<file path="src/hdl/caf_pkg.sv">
// Package for the 8-bit CPU arithmetic unit with flags.
// Holds the operation codes and the flag bit layout; no dependencies.

package caf_pkg;

    typedef enum logic [4:0] {
        OP_ADD   = 5'd0,
        OP_ADC   = 5'd1,
        OP_SUB   = 5'd2,
        OP_SBC   = 5'd3,
        OP_AND   = 5'd4,
        OP_XOR   = 5'd5,
        OP_OR    = 5'd6,
        OP_CP    = 5'd7,
        OP_INC8  = 5'd8,
        OP_DEC8  = 5'd9,
        OP_RLC   = 5'd10,
        OP_RRC   = 5'd11,
        OP_RL    = 5'd12,
        OP_RR    = 5'd13,
        OP_SLA   = 5'd14,
        OP_SRA   = 5'd15,
        OP_SWAP  = 5'd16,
        OP_SRL   = 5'd17,
        OP_BIT   = 5'd18,
        OP_RES   = 5'd19,
        OP_SET   = 5'd20,
        OP_DAA   = 5'd21,
        OP_CPL   = 5'd22,
        OP_SCF   = 5'd23,
        OP_CCF   = 5'd24,
        OP_ADD16 = 5'd25,
        OP_ADDSP = 5'd26,
        OP_INC16 = 5'd27,
        OP_DEC16 = 5'd28
    } op_t;

    // Flag register layout.
    localparam int FLAG_Z = 3;
    localparam int FLAG_N = 2;
    localparam int FLAG_H = 1;
    localparam int FLAG_C = 0;

    localparam logic [3:0] FLAGS_RESET = 4'b1011;

    typedef logic [3:0] flags_t;

endpackage

</file>
<file path="src/hdl/cpu_alu_with_flags_top.sv">
// 8-bit CPU arithmetic unit with a kept flag register.
// Each beat passes the input register, then the result register; one beat per cycle
// unless m_ready stalls the output. The flag register feeds the next beat directly.
// Reset (aresetn, synchronous, active low) empties both stages and sets
// the flags to zero, half carry and carry.
// Depends on caf_pkg.

module cpu_alu_with_flags_top
    import caf_pkg::*;
(
    input  logic        aclk,
    input  logic        aresetn,
    input  logic        s_valid,
    output logic        s_ready,
    input  logic [4:0]  s_action,
    input  logic [15:0] s_operand_a,
    input  logic [15:0] s_operand_b,
    input  logic [2:0]  s_bit_index,
    output logic        m_valid,
    input  logic        m_ready,
    output logic [15:0] m_result,
    output logic [3:0]  m_flags_out
);

    logic        in_valid_reg;
    logic [4:0]  action_reg;
    logic [15:0] opa_reg;
    logic [15:0] opb_reg;
    logic [2:0]  bit_index_reg;

    logic        out_valid_reg;
    logic [15:0] result_reg;
    flags_t      flags_out_reg;
    flags_t      flag_reg;

    logic        advance;
    logic [15:0] result_next;
    flags_t      flag_next;

    assign advance = in_valid_reg && (!out_valid_reg || m_ready);
    assign s_ready = !in_valid_reg || advance;

    always_ff @(posedge aclk) begin
        if (!aresetn) begin
            in_valid_reg  <= 1'b0;
            out_valid_reg <= 1'b0;
            flag_reg      <= FLAGS_RESET;
        end else begin
            if (s_ready) begin
                in_valid_reg <= s_valid;
            end
            if (advance) begin
                out_valid_reg <= 1'b1;
                flag_reg      <= flag_next;
            end else if (m_ready) begin
                out_valid_reg <= 1'b0;
            end
        end
    end

    always_ff @(posedge aclk) begin
        if (s_ready && s_valid) begin
            action_reg    <= s_action;
            opa_reg       <= s_operand_a;
            opb_reg       <= s_operand_b;
            bit_index_reg <= s_bit_index;
        end
        if (advance) begin
            result_reg    <= result_next;
            flags_out_reg <= flag_next;
        end
    end

    assign m_valid     = out_valid_reg;
    assign m_result    = result_reg;
    assign m_flags_out = flags_out_reg;

    // Operation datapath.
    logic [7:0]  a;
    logic [7:0]  b;
    logic        ck;
    logic        cin;
    logic [8:0]  sum9;
    logic [4:0]  hsum5;
    logic [8:0]  diff9;
    logic [4:0]  hdiff5;
    logic [7:0]  r8;
    logic [7:0]  daa_r;
    logic        daa_c;
    logic [7:0]  bit_mask;
    logic [16:0] sum17;
    logic [12:0] hsum13;
    logic [15:0] sp_sum;

    always_comb begin
        a        = opa_reg[7:0];
        b        = opb_reg[7:0];
        ck       = flag_reg[FLAG_C];
        cin      = (action_reg == OP_ADC || action_reg == OP_SBC) ? ck : 1'b0;
        sum9     = {1'b0, a} + {1'b0, b} + {8'd0, cin};
        hsum5    = {1'b0, a[3:0]} + {1'b0, b[3:0]} + {4'd0, cin};
        diff9    = {1'b0, a} - {1'b0, b} - {8'd0, cin};
        hdiff5   = {1'b0, a[3:0]} - {1'b0, b[3:0]} - {4'd0, cin};
        bit_mask = 8'd1 << bit_index_reg;
        sum17    = {1'b0, opa_reg} + {1'b0, opb_reg};
        hsum13   = {1'b0, opa_reg[11:0]} + {1'b0, opb_reg[11:0]};
        sp_sum   = opa_reg + {{8{b[7]}}, b};

        // Decimal adjust, steered by the incoming subtract/half/carry flags.
        daa_r = a;
        daa_c = ck;
        if (flag_reg[FLAG_N]) begin
            if (ck) begin
                daa_r = daa_r - 8'h60;
            end
            if (flag_reg[FLAG_H]) begin
                daa_r = daa_r - 8'h06;
            end
        end else begin
            if (ck || a > 8'h99) begin
                daa_r = daa_r + 8'h60;
                daa_c = 1'b1;
            end
            if (flag_reg[FLAG_H] || a[3:0] > 4'h9) begin
                daa_r = daa_r + 8'h06;
            end
        end

        r8          = 8'd0;
        result_next = opa_reg;
        flag_next   = flag_reg;
        unique case (action_reg)
            OP_ADD, OP_ADC: begin
                r8          = sum9[7:0];
                result_next = {8'd0, r8};
                flag_next   = {r8 == 8'd0, 1'b0, hsum5[4], sum9[8]};
            end
            OP_SUB, OP_SBC, OP_CP: begin
                r8          = diff9[7:0];
                result_next = (action_reg == OP_CP) ? opa_reg : {8'd0, r8};
                flag_next   = {r8 == 8'd0, 1'b1, hdiff5[4], diff9[8]};
            end
            OP_AND: begin
                r8          = a & b;
                result_next = {8'd0, r8};
                flag_next   = {r8 == 8'd0, 1'b0, 1'b1, 1'b0};
            end
            OP_XOR: begin
                r8          = a ^ b;
                result_next = {8'd0, r8};
                flag_next   = {r8 == 8'd0, 3'b000};
            end
            OP_OR: begin
                r8          = a | b;
                result_next = {8'd0, r8};
                flag_next   = {r8 == 8'd0, 3'b000};
            end
            OP_INC8: begin
                r8          = a + 8'd1;
                result_next = {8'd0, r8};
                flag_next   = {r8 == 8'd0, 1'b0, a[3:0] == 4'hf, ck};
            end
            OP_DEC8: begin
                r8          = a - 8'd1;
                result_next = {8'd0, r8};
                flag_next   = {r8 == 8'd0, 1'b1, a[3:0] == 4'h0, ck};
            end
            OP_RLC: begin
                r8          = {a[6:0], a[7]};
                result_next = {8'd0, r8};
                flag_next   = {r8 == 8'd0, 2'b00, a[7]};
            end
            OP_RRC: begin
                r8          = {a[0], a[7:1]};
                result_next = {8'd0, r8};
                flag_next   = {r8 == 8'd0, 2'b00, a[0]};
            end
            OP_RL: begin
                r8          = {a[6:0], ck};
                result_next = {8'd0, r8};
                flag_next   = {r8 == 8'd0, 2'b00, a[7]};
            end
            OP_RR: begin
                r8          = {ck, a[7:1]};
                result_next = {8'd0, r8};
                flag_next   = {r8 == 8'd0, 2'b00, a[0]};
            end
            OP_SLA: begin
                r8          = {a[6:0], 1'b0};
                result_next = {8'd0, r8};
                flag_next   = {r8 == 8'd0, 2'b00, a[7]};
            end
            OP_SRA: begin
                r8          = {a[7], a[7:1]};
                result_next = {8'd0, r8};
                flag_next   = {r8 == 8'd0, 2'b00, a[0]};
            end
            OP_SWAP: begin
                r8          = {a[3:0], a[7:4]};
                result_next = {8'd0, r8};
                flag_next   = {r8 == 8'd0, 3'b000};
            end
            OP_SRL: begin
                r8          = {1'b0, a[7:1]};
                result_next = {8'd0, r8};
                flag_next   = {r8 == 8'd0, 2'b00, a[0]};
            end
            OP_BIT: begin
                result_next = opa_reg;
                flag_next   = {(a & bit_mask) == 8'd0, 1'b0, 1'b1, ck};
            end
            OP_RES: begin
                result_next = {8'd0, a & ~bit_mask};
            end
            OP_SET: begin
                result_next = {8'd0, a | bit_mask};
            end
            OP_DAA: begin
                result_next = {8'd0, daa_r};
                flag_next   = {daa_r == 8'd0, flag_reg[FLAG_N], 1'b0, daa_c};
            end
            OP_CPL: begin
                result_next = {8'd0, ~a};
                flag_next   = {flag_reg[FLAG_Z], 1'b1, 1'b1, ck};
            end
            OP_SCF: begin
                result_next = {8'd0, a};
                flag_next   = {flag_reg[FLAG_Z], 1'b0, 1'b0, 1'b1};
            end
            OP_CCF: begin
                result_next = {8'd0, a};
                flag_next   = {flag_reg[FLAG_Z], 1'b0, 1'b0, !ck};
            end
            OP_ADD16: begin
                result_next = sum17[15:0];
                flag_next   = {flag_reg[FLAG_Z], 1'b0, hsum13[12], sum17[16]};
            end
            OP_ADDSP: begin
                // Flags come from the unsigned low-byte add even though b is signed.
                result_next = sp_sum;
                flag_next   = {1'b0, 1'b0, hsum5[4], sum9[8]};
            end
            OP_INC16: begin
                result_next = opa_reg + 16'd1;
            end
            OP_DEC16: begin
                result_next = opa_reg - 16'd1;
            end
            default: begin
                result_next = opa_reg;
                flag_next   = flag_reg;
            end
        endcase
    end

endmodule

</file>
<file path="config.mk">
export PLATFORM = sky130hd
export DESIGN_NAME = cpu_alu_with_flags_top
export DESIGN_NICKNAME = d
export VERILOG_FILES = /design/src/hdl/caf_pkg.sv /design/src/hdl/cpu_alu_with_flags_top.sv
export SDC_FILE = /design/constraint.sdc
export NUM_CORES = 1
export LEC_CHECK = 0
export BUFFER_PORTS_ARGS = -buffer_cell sky130_fd_sc_hd__buf_2
export CORE_MARGIN = 8
export CORE_UTILIZATION = 62
export CTS_CLUSTER_DIAMETER = 60
export CTS_CLUSTER_SIZE = 25
export DETAILED_ROUTE_END_ITERATION = 8
export PLACE_DENSITY_LB_ADDON = 0.2
export SETUP_SLACK_MARGIN = 0.15
export SLEW_MARGIN = 20
export SYNTH_ARGS = -nofsm -noshare
export SYNTH_HDL_FRONTEND = slang
export SYNTH_SLANG_ARGS = --single-unit
</file>
<file path="constraint.sdc">
create_clock -name aclk -period 4.4 [get_ports aclk]
set_input_delay 0.88 -clock aclk [delete_from_list [all_inputs] [get_ports aclk]]
set_output_delay 0.88 -clock aclk [all_outputs]
set_load 0.01 [all_outputs]
</file>
---- Yosys cells after proc, flatten, opt, wreduce, memory -nomap -nowiden ----
Index checks and enable logic that the tools add are counted.
word-level totals
  latch bits .............................. 0
  logic and storage cells ................. 116
  input port bits ......................... 44
  memories ................................ 0
  RAM bits ................................ 0
  bits in registers ....................... 66
  ROM bits ................................ 0
operators by class
  add/subtract/negate cells ............... 19
  div/mod/pow operators ................... 0
  bitwise logic cells ..................... 8
  reduce and logical (&&, ||, !) cells .... 33
  $lt $le $gt $ge ......................... 2
  $mul .................................... 0
  eq/ne operators ......................... 29
  mux-type cells .......................... 15
  shift-type cells ........................ 1
operator list
  operator                 number
  $pmux W16 S24            1
  $logic_not A8 Y1         15
  $pmux W4 S22             1
  $eq A5 B5 Y1 const B     13
  $mux W8                  7
  $eq A5 B4 Y1 const B     8
  $and A8 B8 Y8            3
  $eq A5 B3 Y1 const B     4
  $add A16 B16 Y17         1
  $add A16 B1 Y16 const B  1
  $add A16 B16 Y16         1
  $mux W16                 1
  $not A8 Y8               2
  $or A8 B8 Y8             2
  $sub A16 B1 Y16 const B  1
  $logic_not A7 Y1         2
  $add A12 B12 Y13         1
  $eq A5 B2 Y1 const B     2
  $add A8 B8 Y9            1
  $add A9 B1 Y9            1
  $sub A8 B8 Y9            1
  $sub A9 B1 Y9            1
  $add A8 B1 Y8 const B    1
  $add A8 B3 Y8 const B    1
  other kinds (23)         35

---- Longest topological paths before layout ----
  depth after elaboration ................. 9
  gate-level depth with buffers ........... 19
  depth with buffers taken out ............ 16

---- Worst setup path before layout ----
OpenSTA, ideal clock, no wires.
  path kind ............................... flip-flop to flip-flop
  start ................................... register action_reg[0]
  end ..................................... register result_reg[6] (netlist: m_result[6]) (data pin)
  required time ........................... 4.139 ns
  library setup time ...................... 0.261 ns
  stages on the path, launching flop included .. 18
  path buffers ............................ 3
  slack ................................... 0.489 ns
  arrival ................................. 3.651 ns
  cell sequence ........................... edfxtp_1 -> buf_4 -> clkbuf_1 -> clkbuf_1 -> nor2b_1 -> nand3_1 -> inv_1 -> fa_1 -> inv_1 -> ha_1 -> nor2_1 -> fa_1 -> nand2b_1 -> a21oi_1 -> o21ai_0 -> xor2_1 -> a221o_1 -> o32a_1
between the ends
  word-level cells in the longest chain between the ends .. 6
  elaborated cells on any way between the ends .. 37
  those cells by class .................... 2 x add/sub; 27 x eq/ne; 3 x mux; 5 x reduce/logical
RTL lines
  element                                              RTL line                                                     RTL
  start: declaration                                   cpu_alu_with_flags_top.sv:26                                 logic [4:0] action_reg;
  start signal: assignment                             cpu_alu_with_flags_top.sv:63                                 action_reg <= s_action;
  $eq A5 B1 Y1 / $eq A5 B2 Y1 (equally long branches)  cpu_alu_with_flags_top.sv:99, cpu_alu_with_flags_top.sv:132
  $logic_or A1 B1 Y1                                   cpu_alu_with_flags_top.sv:99                                 cin = (action_reg == OP_ADC || action_reg == OP_SBC) ? ck : 1'b0;
  $mux W1                                              cpu_alu_with_flags_top.sv:99
  $sub A9 B1 Y9                                        cpu_alu_with_flags_top.sv:102                                diff9 = {1'b0, a} - {1'b0, b} - {8'd0, cin};
  $mux W16                                             cpu_alu_with_flags_top.sv:140                                result_next = (action_reg == OP_CP) ? opa_reg : {8'd0, r8};
  $pmux W16 S24 (*)                                    cpu_alu_with_flags_top.sv:132                                unique case (action_reg)
  net result_next[6]                                   cpu_alu_with_flags_top.sv:37                                 logic [15:0] result_next;
  end signal: assignment                               cpu_alu_with_flags_top.sv:69                                 result_reg <= result_next;
  end: declaration                                     cpu_alu_with_flags_top.sv:32                                 logic [15:0] result_reg;
The timed path passes the listed nets; every way through them passes the cells marked *.
A chain may end at the register's enable or synchronous reset.

---- Worst setup path after layout ----
  start ................................... register action_reg[0]
  end ..................................... register flags_out_reg[1] (netlist: m_flags_out[1]) (data pin)
between the ends
  word-level cells in the longest chain between the ends .. 5
  elaborated cells on any way between the ends .. 32
  those cells by class .................... 2 x add/sub; 24 x eq/ne; 2 x mux; 4 x reduce/logical
RTL lines
  element                                                RTL line                                                      RTL
  $eq A5 B1 Y1 / $eq A5 B2 Y1 (equally long branches)    cpu_alu_with_flags_top.sv:99, cpu_alu_with_flags_top.sv:132
  $logic_or A1 B1 Y1                                     cpu_alu_with_flags_top.sv:99
  $mux W1                                                cpu_alu_with_flags_top.sv:99
  $add A5 B1 Y5 / $sub A5 B1 Y5 (equally long branches)  cpu_alu_with_flags_top.sv:101, cpu_alu_with_flags_top.sv:103
  $pmux W4 S22 (*)                                       cpu_alu_with_flags_top.sv:132
  net flag_next[1]                                       cpu_alu_with_flags_top.sv:38                                  flags_t flag_next;
  end signal: assignment                                 cpu_alu_with_flags_top.sv:70                                  flags_out_reg <= flag_next;
  end: declaration                                       cpu_alu_with_flags_top.sv:33                                  flags_t flags_out_reg;
Marked as above.

==> qor.txt <==
Status: complete, but fails checks
Failing checks: DRC
PortBufs: 65
Post-DRT Antenna Nets: 0
Switching Share: 37.6%
Setup violators final: 0
Max IR drop VDD: 0.249 mV
Worst setup SP type: register
Commonest non-fill, non-tap cell in the layout: nor2_1
Area occupied by multi-input gates: 5060 um^2
Bufs on Longest Clock Path: 2
IO Pins: 66
Nets: 1061
Starting Density: 62.4%
Switching power total: 0.863 mW
Clock Skew: 11.4 ps
Worst EP arrival: 4130 ps
# diodes: 0
Height of the chip: 125 um
Largest net degree at the start of global routing: 42
Share of layout cells above drive strength 1: 14.6%
Drt drc: 5
P per Cell Area: 282 nW/um^2
Post-Synthesis Cells: 886
Post-CTS Hold Buffers: 0
Syn Area/Cell: 8.32 um^2
Via count of the first global-routing pass: 7496
Worst slew pin tran: 1080 ps
CP Capture Type: register
Post-synthesis sequential area ratio: 26.1%
DIE AREA: 15600 um^2
EDFF count, synth: 60
Clock Power Share: 29.8%
Final Wtd Congestion: 1.09
Die width: 125 um
Final min period: 4050 ps
CTS root buffer: clkbuf_16
RSZ-0062 raised after global routing: false
# fillers: 955
Cell Rows: 40
Max_cap viols: 0
Global-route wire length before repair: 43.7 mm
Slew Limit Fails: 0
Int Pwr: 1.43 mW
Top achievable clock speed: 247 MHz
Hold Fails Final Rpt: 0
Ys async rst share: 0%
CP Max Fanout: 11
CTS Sinks: 66
Final worst-path cycle share: 92.0%
Crit Path Category: reg2reg
CTS Buf Count: 9
Minimum hold slack: 517 ps
Yosys warnings: 0
P&R area growth vs syn: 10.6%
Vias: 8216
Slew HR: 28.2%
1st-iter DRT viols: 1817
Vias/cell: 7.50
FF+latch count, synth: 66
Skew-Pair Late Insertion Delay: 350 ps
Cell area after synthesis: 7370 um^2
Leakage: 3.19 nW
Core area: 11800 um^2
Library cells used by synthesis: 92
Placement Setup Slack: 413 ps
Total track usage: 36.0%
CTS clk-pin slew, worst paths: 60 ps
PnR worst setup slack: 354 ps
Gr ovfl total: 0
Mapped Nets: 1003
Detailed Routing Iterations Pass 1: 9
CTS tree: yes
Main synth FF type: edfxtp_1
Combinational Power Share: 36.3%
Antenna violations before repair: 1
DRT Wirelength: 29.1 mm
Sequential cell area: 1920 um^2
Commonest cells after routing, fill and taps aside: 77 x nor2_1, 76 x a21oi_1, 67 x ha_1
DPL Wire Length: 21.7 mm
Post-route setup TNS: 0 ps
Crit path required time: 4490 ps
DR WL/cell: 26.5 um
Reg power frac: 34.0%
Max H-tree Level: 3
HP Class: reg2reg
[cells by family after synthesis]
group	count (synthesis)	synth area share, %
and+or+nand+nor	308	21.9
xor gates and xnor gates	54	6.42
adders and majority gates	73	13.0
AOI/OAI and AO/OA	294	26.9
buffers and inverters	88	5.25
muxes	3	0.408
DFF	66	26.1
[critical path, cell delays in order (launching register included)]
cell and delay, ps:
edfxtp_1 580, nor2b_1 300, nand3_1 160, inv_1 100, fa_1 470, inv_1 130
ha_1 160, nor2_1 60, fa_1 430, nand2b_1 130, a21oi_1 130, xnor2_1 180
nor2_1 60, a311o_1 360, a2111oi_1 460, nor2_1 80
[power groups by stage]
stage                     Clock, mW  Combinational [mW]  Sequential (mW)
after floorplan                   0               0.553            0.777
after global placement            0               0.768            0.788
after detailed placement          0               0.784            0.790
after CTS                     0.679               0.790            0.777
after global routing          0.700               0.878            0.781
final                         0.683               0.832            0.780
[final timing paths]
kind / startpoint / to / slack (ps) / depth (start not counted)
setup / recovery: action_reg[0]$_DFFE_PP_ / m_flags_out[1]$_DFFE_PP_ / 350 / 15
hold / removal: in_valid_reg$_SDFFE_PN0N_ / m_valid$_SDFFE_PN0P_ / 520 / 1
setup reg to reg: action_reg[0]$_DFFE_PP_ / m_flags_out[1]$_DFFE_PP_ / 350 / 15
hold reg to reg: in_valid_reg$_SDFFE_PN0N_ / m_valid$_SDFFE_PN0P_ / 520 / 1
[metal layers]
layer  up-vias  wire [um]  track usage, %
met5         -         10               0
met1      3749      10300            45.0
met2       800      12000            53.1
met3       191       4850            12.7
met4         2       1850            19.9
li1       3474          -               -
[Yosys cell counts (all sizes together) (9+ instances only)]
cell     number  area, um^2
nor2         81         314
a21oi        76         380
ha           67         838
nand2        63         239
edfxtp       60        1800
o21ai        55         275
xnor2        43         377
inv          34         128
clkbuf       31         116
nand3        26         135
buf          21         135
nor3         20         100
nand2b       19         119
nor2b        17         114
o22ai        17         113
a22oi        15         113
nand4        15        93.8
a31oi        13        81.3
nor4         12        87.6
xor2         11        96.3
or3          10        62.6
o2111ai       9        78.8
o21a          9        67.6
[area by class of cell]
cell class	count	area share (%)
multi-input cells	732	62.1
flip-flops and latches	66	23.6
repair buffers	99	7.12
clock buffers	9	2.76
well taps	147	2.26
inverters	36	1.66
clock inverters	7	0.537
[through the flow]
stage	area, um^2	util [%]	instances	power (mW)
floorplan	7370	-	886	1.33
global placement	7880	66.7	1079	1.56
detailed placement	7880	66.7	1079	1.57
CTS	8140	69.0	1095	2.25
global route	8150	69.0	1096	2.36
finish	8150	69.0	1096	2.29
[timing repair]
action	CTS	global route
setup endpoints to repair	0	1
hold endpoints to repair	0	0
buffers inserted	0	1
gates resized for setup	0	0
Note: power is estimated with default switching activity, not from simulation.
